<file path="config.mk">
export PLATFORM = sky130hd
export DESIGN_NAME = step_grid_led_color_compositor_flat
export DESIGN_NICKNAME = d
export VERILOG_FILES = /design/src/sgc_pkg.sv /design/src/sgc_ifs.sv /design/src/step_grid_led_color_compositor.sv /design/src/sgc_cfg_regs.sv /design/src/sgc_place.sv /design/src/sgc_shade.sv /design/src/flat_wrapper.sv
export SDC_FILE = /design/constraint.sdc
export NUM_CORES = 1
export LEC_CHECK = 0
export BUFFER_PORTS_ARGS = -buffer_cell sky130_fd_sc_hd__buf_2
export CORE_ASPECT_RATIO = 1.2
export CORE_UTILIZATION = 46
export CTS_CLUSTER_SIZE = 10
export DETAILED_ROUTE_END_ITERATION = 10
export GPL_TIMING_DRIVEN = 0
export PLACE_DENSITY_LB_ADDON = 0.25
export SYNTH_ARGS = -nofsm -noshare
export SYNTH_HDL_FRONTEND = slang
export SYNTH_SLANG_ARGS = --single-unit
</file>
<file path="constraint.sdc">
create_clock -name clk -period 11.7 [get_ports clk]
set_input_delay 1.17 -clock clk [delete_from_list [all_inputs] [get_ports clk]]
set_output_delay 1.17 -clock clk [all_outputs]
set_load 0.03 [all_outputs]
</file>
<file path="src/sgc_pkg.sv">
// Shared types, register codes and color constants for the step-grid LED compositor.
// Used by every file in src; depends on nothing.
package sgc_pkg;

    // Grid geometry.
    localparam int GRID_COLUMNS = 16;
    localparam int GRID_ROWS    = 4;

    localparam int ROW_W   = 2;
    localparam int COL_W   = 4;
    localparam int VEL_W   = 7;
    localparam int CHAN_W  = 8;
    localparam int INDEX_W = 6;
    localparam int CFG_INDEX_W = 3;
    localparam int CFG_DATA_W  = 4;

    // Configuration register indexes.
    typedef enum logic [CFG_INDEX_W-1:0] {
        REG_SELECTED_VOICE    = 3'd0,
        REG_CURSOR_COLUMN     = 3'd1,
        REG_PLAYHEAD_COLUMN   = 3'd2,
        REG_TRANSPORT_RUNNING = 3'd3,
        REG_MUTE_MASK         = 3'd4,
        REG_SOLO_MASK         = 3'd5,
        REG_SERPENTINE_ORDER  = 3'd6,
        REG_SINGLE_ROW_STRIP  = 3'd7
    } cfg_reg_e;

    typedef struct packed {
        logic [ROW_W-1:0] selected_voice;
        logic [COL_W-1:0] cursor_column;
        logic [COL_W-1:0] playhead_column;
        logic             transport_running;
        logic [3:0]       mute_mask;
        logic [3:0]       solo_mask;
        logic             serpentine_order;
        logic             single_row_strip;
    } cfg_t;

    typedef struct packed {
        logic [ROW_W-1:0] voice_row;
        logic [COL_W-1:0] step_column;
        logic             step_active;
        logic [VEL_W-1:0] velocity;
        logic             accent;
    } cell_t;

    typedef struct packed {
        logic [CHAN_W-1:0] red;
        logic [CHAN_W-1:0] green;
        logic [CHAN_W-1:0] blue;
    } rgb_t;

    typedef struct packed {
        logic               keep;
        logic [INDEX_W-1:0] pixel_index;
    } place_t;

    typedef struct packed {
        logic [INDEX_W-1:0] pixel_index;
        rgb_t               color;
    } pixel_t;

    // Brightness levels and overlay amounts.
    localparam logic [VEL_W-1:0]  VEL_FLOOR    = 7'd24;
    localparam logic [VEL_W-1:0]  GHOST_LEVEL  = 7'd16;
    localparam logic [VEL_W-1:0]  TINT_LEVEL   = 7'd12;
    localparam logic [CHAN_W-1:0] BEAT_LEVEL   = 8'd2;
    localparam logic [CHAN_W-1:0] ACCENT_ADD   = 8'd40;
    localparam logic [CHAN_W-1:0] CURSOR_ADD   = 8'd90;
    localparam logic [CHAN_W-1:0] PLAYHEAD_ADD = 8'd60;
    localparam logic [COL_W-1:0]  BEAT_MASK    = 4'd3;

    // Scaling: channel = base * level * BRIGHTNESS / (127 * 255), truncated.
    // The division is a multiply by a rounded-up reciprocal and a shift; with
    // levels below 128 the error stays under one step of the denominator.
    localparam longint unsigned BRIGHTNESS = 60;
    localparam longint unsigned DIM_DEN    = 127 * 255;
    localparam int              DIM_SHIFT  = 24;
    localparam int              COEF_W     = 23;
    localparam int              PROD_W     = COEF_W + VEL_W;

    localparam logic [COEF_W-1:0] COEF_255 = COEF_W'(
        (64'd255 * BRIGHTNESS * (64'd1 << DIM_SHIFT) + DIM_DEN - 64'd1) / DIM_DEN);
    localparam logic [COEF_W-1:0] COEF_140 = COEF_W'(
        (64'd140 * BRIGHTNESS * (64'd1 << DIM_SHIFT) + DIM_DEN - 64'd1) / DIM_DEN);
    localparam logic [COEF_W-1:0] COEF_80 = COEF_W'(
        (64'd80 * BRIGHTNESS * (64'd1 << DIM_SHIFT) + DIM_DEN - 64'd1) / DIM_DEN);
    localparam logic [COEF_W-1:0] COEF_0 = '0;

    // Per-voice base colors, already turned into scaling coefficients:
    // red, orange, green, blue.
    localparam logic [COEF_W-1:0] DIM_COEF [4][3] = '{
        '{COEF_255, COEF_0,   COEF_0  },
        '{COEF_255, COEF_140, COEF_0  },
        '{COEF_0,   COEF_255, COEF_0  },
        '{COEF_0,   COEF_80,  COEF_255}
    };

endpackage

</file>
<file path="src/sgc_ifs.sv">
// Valid/ready channel interfaces for grid cells in and LED pixels out.
// Depends on sgc_pkg for field widths.
interface sgc_cell_if;
    logic                            valid;
    logic                            ready;
    logic [sgc_pkg::ROW_W-1:0]       voice_row;
    logic [sgc_pkg::COL_W-1:0]       step_column;
    logic                            step_active;
    logic [sgc_pkg::VEL_W-1:0]       velocity;
    logic                            accent;

    modport source (output valid, voice_row, step_column, step_active, velocity, accent,
                    input ready);
    modport sink   (input valid, voice_row, step_column, step_active, velocity, accent,
                    output ready);
    modport mon    (input valid, ready, voice_row, step_column, step_active, velocity,
                    accent);
endinterface

interface sgc_pixel_if;
    logic                            valid;
    logic                            ready;
    logic [sgc_pkg::INDEX_W-1:0]     pixel_index;
    logic [sgc_pkg::CHAN_W-1:0]      red;
    logic [sgc_pkg::CHAN_W-1:0]      green;
    logic [sgc_pkg::CHAN_W-1:0]      blue;

    modport source (output valid, pixel_index, red, green, blue, input ready);
    modport sink   (input valid, pixel_index, red, green, blue, output ready);
    modport mon    (input valid, ready, pixel_index, red, green, blue);
endinterface

</file>
<file path="src/step_grid_led_color_compositor.sv">
// Top level of the step-grid LED color compositor: input register, color and
// placement logic, result register. Depends on sgc_pkg, sgc_ifs, sgc_cfg_regs,
// sgc_place and sgc_shade.
//
//   Channel   Direction  Carries                                   Handshake
//   cells     in         voice_row, step_column, step_active,      valid/ready
//                        velocity, accent
//   pixels    out        pixel_index, red, green, blue             valid/ready
//   cfg       in         cfg_index, cfg_data                       cfg_we, no wait
//
// One request is taken every clock cycle while cells.ready is high. A cell
// that is shown passes through the input register, and then the color and index
// logic (one 7 x 23 bit constant multiply per channel and three saturating
// adds) settles into the result register.
// Reset clears the configuration and both valid flags; no clearing pass.
// When pixels stalls, the result register holds and the input register fills;
// cells.ready drops only when both are full. Cells that are not shown leave
// the input register even during a stall.
module step_grid_led_color_compositor (
    input  logic                                clk,
    input  logic                                rst_n,
    input  logic                                cfg_we,
    input  logic [sgc_pkg::CFG_INDEX_W-1:0]     cfg_index,
    input  logic [sgc_pkg::CFG_DATA_W-1:0]      cfg_data,
    sgc_cell_if.sink                            cells,
    sgc_pixel_if.source                         pixels
);

    sgc_pkg::cfg_t    cfg;
    sgc_pkg::place_t  place;
    sgc_pkg::rgb_t    color;

    // Input register.
    logic             in_valid_reg;
    logic             in_valid_next;
    sgc_pkg::cell_t   in_cell_reg;

    // Result register.
    logic             out_valid_reg;
    logic             out_valid_next;
    sgc_pkg::pixel_t  out_pix_reg;

    logic             take;
    logic             out_free;
    logic             in_leave;
    logic             load_out;

    sgc_cfg_regs u_cfg (
        .clk       (clk),
        .rst_n     (rst_n),
        .cfg_we    (cfg_we),
        .cfg_index (cfg_index),
        .cfg_data  (cfg_data),
        .cfg       (cfg)
    );

    sgc_place u_place (
        .grid_cell (in_cell_reg),
        .cfg       (cfg),
        .place     (place)
    );

    sgc_shade u_shade (
        .grid_cell (in_cell_reg),
        .cfg       (cfg),
        .color     (color)
    );

    // The result register can take a new pixel when it is empty or being
    // drained this cycle. A cell that produces no pixel may always leave.
    always_comb
    begin
        out_free    = !out_valid_reg || pixels.ready;
        in_leave    = in_valid_reg && (!place.keep || out_free);
        load_out    = in_valid_reg && place.keep && out_free;
        cells.ready = !in_valid_reg || in_leave;
        take        = cells.valid && cells.ready;

        if (take)
            in_valid_next = 1'b1;
        else if (in_leave)
            in_valid_next = 1'b0;
        else
            in_valid_next = in_valid_reg;

        if (load_out)
            out_valid_next = 1'b1;
        else if (pixels.ready)
            out_valid_next = 1'b0;
        else
            out_valid_next = out_valid_reg;
    end

    always_ff @(posedge clk or negedge rst_n)
    begin
        if (!rst_n)
        begin
            in_valid_reg  <= 1'b0;
            out_valid_reg <= 1'b0;
        end
        else
        begin
            in_valid_reg  <= in_valid_next;
            out_valid_reg <= out_valid_next;
        end
    end

    always_ff @(posedge clk)
    begin
        if (take)
        begin
            in_cell_reg.voice_row   <= cells.voice_row;
            in_cell_reg.step_column <= cells.step_column;
            in_cell_reg.step_active <= cells.step_active;
            in_cell_reg.velocity    <= cells.velocity;
            in_cell_reg.accent      <= cells.accent;
        end
        if (load_out)
        begin
            out_pix_reg.pixel_index <= place.pixel_index;
            out_pix_reg.color       <= color;
        end
    end

    assign pixels.valid       = out_valid_reg;
    assign pixels.pixel_index = out_pix_reg.pixel_index;
    assign pixels.red         = out_pix_reg.color.red;
    assign pixels.green       = out_pix_reg.color.green;
    assign pixels.blue        = out_pix_reg.color.blue;

endmodule

</file>
<file path="src/sgc_cfg_regs.sv">
// Configuration register file of the compositor: eight write-only fields.
// Depends on sgc_pkg.
module sgc_cfg_regs (
    input  logic                                clk,
    input  logic                                rst_n,
    input  logic                                cfg_we,
    input  logic [sgc_pkg::CFG_INDEX_W-1:0]     cfg_index,
    input  logic [sgc_pkg::CFG_DATA_W-1:0]      cfg_data,
    output sgc_pkg::cfg_t                       cfg
);

    sgc_pkg::cfg_t cfg_reg;
    sgc_pkg::cfg_t cfg_next;

    always_comb
    begin
        cfg_next = cfg_reg;
        if (cfg_we)
        begin
            unique case (sgc_pkg::cfg_reg_e'(cfg_index))
                sgc_pkg::REG_SELECTED_VOICE:    cfg_next.selected_voice    = cfg_data[1:0];
                sgc_pkg::REG_CURSOR_COLUMN:     cfg_next.cursor_column     = cfg_data;
                sgc_pkg::REG_PLAYHEAD_COLUMN:   cfg_next.playhead_column   = cfg_data;
                sgc_pkg::REG_TRANSPORT_RUNNING: cfg_next.transport_running = cfg_data[0];
                sgc_pkg::REG_MUTE_MASK:         cfg_next.mute_mask         = cfg_data;
                sgc_pkg::REG_SOLO_MASK:         cfg_next.solo_mask         = cfg_data;
                sgc_pkg::REG_SERPENTINE_ORDER:  cfg_next.serpentine_order  = cfg_data[0];
                sgc_pkg::REG_SINGLE_ROW_STRIP:  cfg_next.single_row_strip  = cfg_data[0];
            endcase
        end
    end

    always_ff @(posedge clk or negedge rst_n)
    begin
        if (!rst_n)
        begin
            cfg_reg <= '0;
        end
        else
        begin
            cfg_reg <= cfg_next;
        end
    end

    assign cfg = cfg_reg;

endmodule

</file>
<file path="src/sgc_place.sv">
// Strip placement of one grid cell: pixel index and whether the cell is shown.
// Depends on sgc_pkg.
module sgc_place (
    input  sgc_pkg::cell_t  grid_cell,
    input  sgc_pkg::cfg_t   cfg,
    output sgc_pkg::place_t place
);

    logic                        in_grid;
    logic [sgc_pkg::COL_W-1:0]   column;
    logic [7:0]                  index_full;

    always_comb
    begin
        in_grid = (int'(grid_cell.voice_row) < sgc_pkg::GRID_ROWS) &&
                  (int'(grid_cell.step_column) < sgc_pkg::GRID_COLUMNS);

        // Odd rows run backwards when the strip snakes through the grid.
        if (cfg.serpentine_order && grid_cell.voice_row[0])
            column = sgc_pkg::COL_W'(sgc_pkg::GRID_COLUMNS - 1) - grid_cell.step_column;
        else
            column = grid_cell.step_column;

        if (cfg.single_row_strip)
            index_full = 8'(grid_cell.step_column);
        else
            index_full = 8'(grid_cell.voice_row) * 8'(sgc_pkg::GRID_COLUMNS) + 8'(column);

        place.keep        = in_grid &&
                            (!cfg.single_row_strip ||
                             grid_cell.voice_row == cfg.selected_voice);
        place.pixel_index = index_full[sgc_pkg::INDEX_W-1:0];
    end

endmodule

</file>
<file path="src/sgc_shade.sv">
// Color of one grid cell: velocity scaling, ghosting, tints and saturating overlays.
// Depends on sgc_pkg.
module sgc_shade (
    input  sgc_pkg::cell_t  grid_cell,
    input  sgc_pkg::cfg_t   cfg,
    output sgc_pkg::rgb_t   color
);

    function automatic logic [sgc_pkg::CHAN_W-1:0] sat_add(
        input logic [sgc_pkg::CHAN_W-1:0] a,
        input logic [sgc_pkg::CHAN_W-1:0] b
    );
        logic [sgc_pkg::CHAN_W:0] sum;
        sum = {1'b0, a} + {1'b0, b};
        return sum[sgc_pkg::CHAN_W] ? '1 : sum[sgc_pkg::CHAN_W-1:0];
    endfunction

    logic                          selected;
    logic                          silenced;
    logic                          beat;
    logic                          accent_on;
    logic                          cursor_on;
    logic                          playhead_on;
    logic [sgc_pkg::VEL_W-1:0]     level;
    logic [sgc_pkg::PROD_W-1:0]    prod   [3];
    logic [sgc_pkg::CHAN_W-1:0]    chan   [3];

    always_comb
    begin
        selected = (grid_cell.voice_row == cfg.selected_voice);
        // A row is silent when muted, or when some voice is soloed and this one is not.
        silenced = cfg.mute_mask[grid_cell.voice_row] ||
                   ((cfg.solo_mask != '0) && !cfg.solo_mask[grid_cell.voice_row]);

        if (grid_cell.step_active)
        begin
            if (silenced)
                level = sgc_pkg::GHOST_LEVEL;
            else if (grid_cell.velocity < sgc_pkg::VEL_FLOOR)
                level = sgc_pkg::VEL_FLOOR;
            else
                level = grid_cell.velocity;
        end
        else if (selected)
            level = sgc_pkg::TINT_LEVEL;
        else
            level = '0;

        beat        = !grid_cell.step_active && !selected &&
                      ((grid_cell.step_column & sgc_pkg::BEAT_MASK) == '0);
        accent_on   = grid_cell.step_active && grid_cell.accent && !silenced;
        cursor_on   = selected && (grid_cell.step_column == cfg.cursor_column);
        playhead_on = cfg.transport_running &&
                      (grid_cell.step_column == cfg.playhead_column);

        for (int k = 0; k < 3; k++)
        begin
            prod[k] = sgc_pkg::PROD_W'(level) *
                      sgc_pkg::PROD_W'(sgc_pkg::DIM_COEF[grid_cell.voice_row][k]);
            chan[k] = sgc_pkg::CHAN_W'(prod[k] >> sgc_pkg::DIM_SHIFT);
            if (beat)
                chan[k] = sgc_pkg::BEAT_LEVEL;
            if (accent_on)
                chan[k] = sat_add(chan[k], sgc_pkg::ACCENT_ADD);
            if (cursor_on)
                chan[k] = sat_add(chan[k], sgc_pkg::CURSOR_ADD);
            if (playhead_on)
                chan[k] = sat_add(chan[k], sgc_pkg::PLAYHEAD_ADD);
        end

        color.red   = chan[0];
        color.green = chan[1];
        color.blue  = chan[2];
    end

endmodule

</file>
<file path="src/flat_wrapper.sv">
// flat-port wrapper written by rule: the top's interface ports become plain ports
module step_grid_led_color_compositor_flat 
  (clk, rst_n, cfg_we, cfg_index, cfg_data, cells_valid, cells_voice_row, cells_step_column, cells_step_active, cells_velocity, cells_accent, cells_ready, pixels_valid, pixels_pixel_index, pixels_red, pixels_green, pixels_blue, pixels_ready);
  sgc_cell_if cells_i ();
  sgc_pixel_if pixels_i ();
  input  logic clk;
  input  logic rst_n;
  input  logic cfg_we;
  input  logic [sgc_pkg::CFG_INDEX_W-1:0] cfg_index;
  input  logic [sgc_pkg::CFG_DATA_W-1:0] cfg_data;
  input wire logic [$bits(cells_i.valid)-1:0] cells_valid;
  input wire logic [$bits(cells_i.voice_row)-1:0] cells_voice_row;
  input wire logic [$bits(cells_i.step_column)-1:0] cells_step_column;
  input wire logic [$bits(cells_i.step_active)-1:0] cells_step_active;
  input wire logic [$bits(cells_i.velocity)-1:0] cells_velocity;
  input wire logic [$bits(cells_i.accent)-1:0] cells_accent;
  output wire logic [$bits(cells_i.ready)-1:0] cells_ready;
  output wire logic [$bits(pixels_i.valid)-1:0] pixels_valid;
  output wire logic [$bits(pixels_i.pixel_index)-1:0] pixels_pixel_index;
  output wire logic [$bits(pixels_i.red)-1:0] pixels_red;
  output wire logic [$bits(pixels_i.green)-1:0] pixels_green;
  output wire logic [$bits(pixels_i.blue)-1:0] pixels_blue;
  input wire logic [$bits(pixels_i.ready)-1:0] pixels_ready;
  assign cells_i.valid = cells_valid;
  assign cells_i.voice_row = cells_voice_row;
  assign cells_i.step_column = cells_step_column;
  assign cells_i.step_active = cells_step_active;
  assign cells_i.velocity = cells_velocity;
  assign cells_i.accent = cells_accent;
  assign cells_ready = cells_i.ready;
  assign pixels_valid = pixels_i.valid;
  assign pixels_pixel_index = pixels_i.pixel_index;
  assign pixels_red = pixels_i.red;
  assign pixels_green = pixels_i.green;
  assign pixels_blue = pixels_i.blue;
  assign pixels_i.ready = pixels_ready;
  step_grid_led_color_compositor u_core (.clk(clk), .rst_n(rst_n), .cfg_we(cfg_we), .cfg_index(cfg_index), .cfg_data(cfg_data), .cells(cells_i), .pixels(pixels_i));
endmodule
</file>
== After elaboration in Yosys (flattened, before gate mapping) ==
Cells that the tools add are included.

* Bits in registers: 68
* Input port bits: 27

* Add/subtract/negate cells: 11
* $mul: 3
* $lt $le $gt $ge: 3
* Eq/ne operators: 10
* Muxes and demuxes: 38
* Bitwise gates (word level): 1
* Reduce and logical (&&, ||, !) cells: 38

{| class="wikitable"
|+ Operators by type and width
! operator !! count
|-
| 2-to-1 mux 8 bit || 18
|-
| binary-select mux 69 bit (select 2 bit) || 1
|-
| 2-to-1 mux 69 bit || 2
|-
| multiplier 7 x 23 -> 30 bit || 3
|-
| adder 8 x 6 -> 9 bit, second input constant || 6
|-
| adder 8 x 7 -> 9 bit, second input constant || 3
|-
| 2-to-1 mux 7 bit || 3
|-
| 2-to-1 mux 6 bit || 3
|-
| AND reduction 2 bit || 8
|-
| equality test 3 bit, second input constant || 4
|-
| logical AND 1 bit || 12
|-
| 2-to-1 mux 4 bit || 3
|-
| equality test 4 bit || 2
|-
| logical NOT 1 bit || 8
|-
| < comparator 7 x 5 -> 1 bit, second input constant || 1
|-
| adder 6 x 4 -> 6 bit || 1
|-
| equality test 3 x 2 -> 1 bit, second input constant || 2
|-
| 2-to-1 mux 1 bit || 6
|-
| logical OR 1 bit || 5
|-
| binary-select mux 1 bit (select 2 bit) || 2
|-
| logical NOT 4 bit || 1
|-
| nonzero test 2 bit || 2
|-
| nonzero test 4 bit || 1
|-
| subtractor 4 bit, first input constant || 1
|-
| other kinds (6) || 6
|}

== Logic depth before layout (Yosys ltp) ==
* Depth in word-level cells: 18
* Mapped depth: 35

== Cells and area by module ==
Synthesis repeated with hierarchy kept, for this count alone.

* Cell total of the unflattened synthesis: 1219
* Area total of the unflattened synthesis: 11363.4 um^2

{| class="wikitable"
|+ By module, submodules not included
! module !! times used !! cells each !! area an instance (um^2) !! sequential area each (um^2)
|-
| sgc_shade || 1 || 1104 || 8902.3 || 0.0
|-
| step_grid_led_color_compositor || 1 || 55 || 1461.4 || 1401.3
|-
| sgc_cfg_regs || 1 || 50 || 909.6 || 525.5
|-
| sgc_place || 1 || 10 || 90.1 || 0.0
|}

== Worst setup path after synthesis ==
OpenSTA, ideal clock, no wires.

* Path type: register to register
* From: reg u_core.in_cell_reg[13] (netlist name)
* To: reg u_core.out_pix_reg, in the netlist u_core.pixels.green[6], data pin
* Library setup time: 158 ps
* Arrival time: 8175 ps
* Required time: 11542 ps
* Slack: 3366 ps
* Stages on the path, launching flop included: 34
* Buffers on the path: 2
* Period minus slack after synthesis: 8334 ps
* Cell sequence: edfxtp_1 -> buf_6 -> mux2i_1 -> o311ai_4 -> o22ai_2 -> and2_1 -> o21a_1 -> nor2_1 -> nor2b_1 -> inv_1 -> fa_1 -> inv_1 -> fa_1 -> fa_1 -> inv_1 -> fa_1 -> inv_1 -> ha_1 -> and4_1 -> buf_2 -> a211o_1 -> a211oi_2 -> a21oi_1 -> or3_1 -> and3_1 -> ha_1 -> or4_1 -> o22ai_1 -> a311o_1 -> xnor2_1 -> a31oi_2 -> mux2i_1 -> o22ai_1 -> a211oi_2

{| class="wikitable"
|+ RTL lines
! item !! RTL line !! source
|-
| start: declaration || step_grid_led_color_compositor.sv:36 || <nowiki>sgc_pkg::cell_t in_cell_reg;</nowiki>
|-
| end: declaration || step_grid_led_color_compositor.sv:41 || <nowiki>sgc_pkg::pixel_t out_pix_reg;</nowiki>
|}

==> out/metrics.yaml <==
yosys:
  yosys-top-cells-area: "fa_1, ha_1, edfxtp_1"
  synth_top_area_share: 0.204
  avgSynthCellArea_sq_um: 9.26
  ys_ff_latch: 68
  ys_warn_count: 0
  syn-num-nets: 1542
  synth_top_area_cell: "fa_1"
  synth-edff-count: 45
  synthArstFlopShare: 0.338
  netlist_area_sq_mm: 0.0115
  ys_seq_area_frac: 0.168
  synth_cell_types: 92
  synthCells: 1240
  synth-main-ff-cell: "edfxtp_1"
critical_path:
  cp-end-kind: "flop"
  cp_max_fo: 10
  critPathKind: "flop to flop"
  critPathLaunch: "u_core.in_cell_reg[13]$_DFFE_PP_"
  slowest_stage: "nor2b_1"
  worstPathArrival_ns: 9.87
  worst_r2r_startpoint: "u_core.in_cell_reg[13]$_DFFE_PP_"
  r2r-end: "u_core.pixels.green[6]$_DFFE_PP_"
  cpMostUsedCell: "fa_1"
  crit_required_ns: 11.89
  cp-endpoint: "u_core.pixels.green[6]$_DFFE_PP_"
  reg2reg_slack_ns: 2.02
  cpPeakStageDelay_ns: 0.72
  startpoint_type: "flop"
  worstRegToRegCells: 31
floorplan:
  die_x_um: 146
  placementRows: 63
  die_area_sq_mm: 0.0256
  start_util: 0.467
  core_sq_mm: 0.0246
  ios: 59
  die_h_um: 175
sta:
  final.period_utilization: 0.828
  setup_ws_ns: 2.02
  skew_ns: 0.00494
  slew_headroom: 0.241
  finalHoldViolations: 0
  finalSetupViolCount: 0
  finalCriticalPeriod_ns: 9.68
  setup_tns_ns: 0
  finalMaxSlewViolations: 0
  fmax_ghz: 0.103
  tightest_slew_ns: 1.13
  whs_ns: 0.508
  grt_setup_unrepaired: "false"
placed_design:
  gp_congestion: 0.902
  pre_cts_ws_ns: 2.07
  dp_hpwl_mm: 24.8
  port-buffer-count: 58
  dpl_cell_area_sq_mm: 0.0122
detailed_routing:
  drt_iter0_drc: 441
  routedWlPerCell_um: 17.7
  drc: 0
  viasPerCell: 5.54
  wl_mm: 29.0
  vias: 9085
  ant_nets: 0
  first_pass_iters: 6
finish:
  layout.nets: 1612
  regArea_sq_mm: 0.00193
  drive_above_1_share: 0.113
  fin_area_sq_mm: 0.0125
  largest_reg_flops: 21
  area_delta_synth_final_pct: 9.07
  fill_cells: 2316
  multiInputGateArea_sq_mm: 0.00859
  diodes: 0
clocking:
  htreeDepth: 3
  cts_hold_buf: 0
  cts_tree: "built"
  cts_resized: 0
  cts_buffers: 9
  cts_setup_buffers: 0
  clock-sinks: 68
  clk_pin_slew_ns: 0.06
  clockBufferDepth: 2
  clockRootBuffer: "clkbuf_16"
  insertion_delay_ns: 0.34
global_route:
  grt_pass1_vias: 9309
  antenna_found_initial: 0
  grt_pass1_wl_mm: 47.8
  grt_max_degree: 31
  grt_use_total: 0.239
  grt-ovfl-total: 0
power_and_ir_drop:
  p_leak_uw: 0.00650
  power_density_mw_per_mm2: 113
  irDropWorstVdd_v: 0.000115
  power_uw: 1420
flow_run:
  cap_violations: 0
min_path:
  hold_path_class: "flop to flop"
outcome:
  status: "completed"
## Yosys cell counts (all sizes together) (5+ instances only)
cell type	n
mux2	24
ha	158
o2111ai	5
or3	5
inv	234
nor2	43
mux2i	11
nand3	26
edfxtp	45
nor3	26
nand4	17
o21a	11
fa	117
nand2	92
a31oi	15
and2	22
or2	13
o22ai	6
nand3b	5
a21oi	53
a22oi	8
xnor2	38
nor2b	9
buf	7
a21o	15
nor3b	6
clkbuf	16
a21boi	7
o211ai	7
and3	15
a211oi	11
dfrtp	23
o21ai	33
nand2b	15
nor4	8
xor2	20
and4	8
## metal layers
layer | routed length [um] | GRT usage
met4 | 1230 | 0.107
met2 | 14800 | 0.440
met5 | 0 | 0
met1 | 12000 | 0.279
met3 | 860 | 0.0238
## worst max-delay path, delay by kind of cell (launching register included)
family,cells,cell delay [ns]
and+or+nand+nor,6,2.20
adders and majority gates,6,2.63
AOI/OAI and AO/OA,11,2.77
xor gates and xnor gates,1,0.14
DFF,1,0.43
muxes,2,0.56
buffers and inverters,5,0.78
## how the worst min path moves through the flow
stage                                         start                               to  slack [ns]  cells after the start
floorplan           u_core.in_valid_reg$_DFFE_PN0P_  u_core.pixels.valid$_DFFE_PN0P_        0.47                      2
global placement    u_core.u_cfg.cfg[1]$_DFFE_PN0P_  u_core.u_cfg.cfg[1]$_DFFE_PN0P_        0.49                      1
detailed placement  u_core.u_cfg.cfg[9]$_DFFE_PN0P_  u_core.u_cfg.cfg[9]$_DFFE_PN0P_        0.50                      1
global route        u_core.u_cfg.cfg[9]$_DFFE_PN0P_  u_core.u_cfg.cfg[9]$_DFFE_PN0P_        0.52                      1
finish              u_core.u_cfg.cfg[9]$_DFFE_PN0P_  u_core.u_cfg.cfg[9]$_DFFE_PN0P_        0.51                      1
CTS                 u_core.u_cfg.cfg[9]$_DFFE_PN0P_  u_core.u_cfg.cfg[9]$_DFFE_PN0P_        0.51                      1
## area by class of cell
class                   count  area share
plain buffers              23     0.00809
clock buffers               9      0.0180
clock inverters             7     0.00659
inverters                 235      0.0706
multi-input cells         914       0.686
flip-flops and latches     68       0.154
well taps                 325      0.0325
repair buffers             59      0.0248
## layout by cell type (no fill, tap or decap), types with 13 or more instances in the layout
| cell | n |
|---|---|
| a31oi_1 | 13 |
| edfxtp_1 | 45 |
| xnor2_1 | 37 |
| mux2_2 | 23 |
| xor2_1 | 19 |
| nor3_1 | 24 |
| nand4_1 | 17 |
| nand3_1 | 25 |
| and2_1 | 20 |
| o21ai_0 | 32 |
| clkbuf_1 | 16 |
| inv_1 | 233 |
| a21oi_1 | 51 |
| a21o_1 | 15 |
| nand2_1 | 92 |
| dfrtp_1 | 23 |
| and3_1 | 15 |
| nand2b_1 | 15 |
| ha_1 | 158 |
| buf_2 | 64 |
| nor2_1 | 43 |
| fa_1 | 117 |
## power by group
| group | total [uW] | internal, uW | switching [uW] | leakage [uW] |
|---|---|---|---|---|
| logic | 794 | 293 | 501 | 0.00564 |
| clock network | 284 | 169 | 115 | 0.000153 |
| registers | 337 | 312 | 25.5 | 0.000710 |
## per-stage QoR
step	std cells	utilization
finish	1640	0.510
global route	1640	0.510
CTS	1640	0.510
detailed placement	1624	0.497
global placement	1623	0.495
floorplan	1240	-
## logic make-up (layout without fill, tap and decap cells)
logic type	count (synthesis)	count (layout)	synth area share
muxes	35	35	0.0334
buffers and inverters	258	333	0.0858
AOI/OAI and AO/OA	222	222	0.140
and+or+nand+nor	323	323	0.149
xor gates and xnor gates	59	59	0.0475
DFF	68	68	0.168
adders and majority gates	275	275	0.376
No activity file was read; power rests on OpenSTA's default activity.
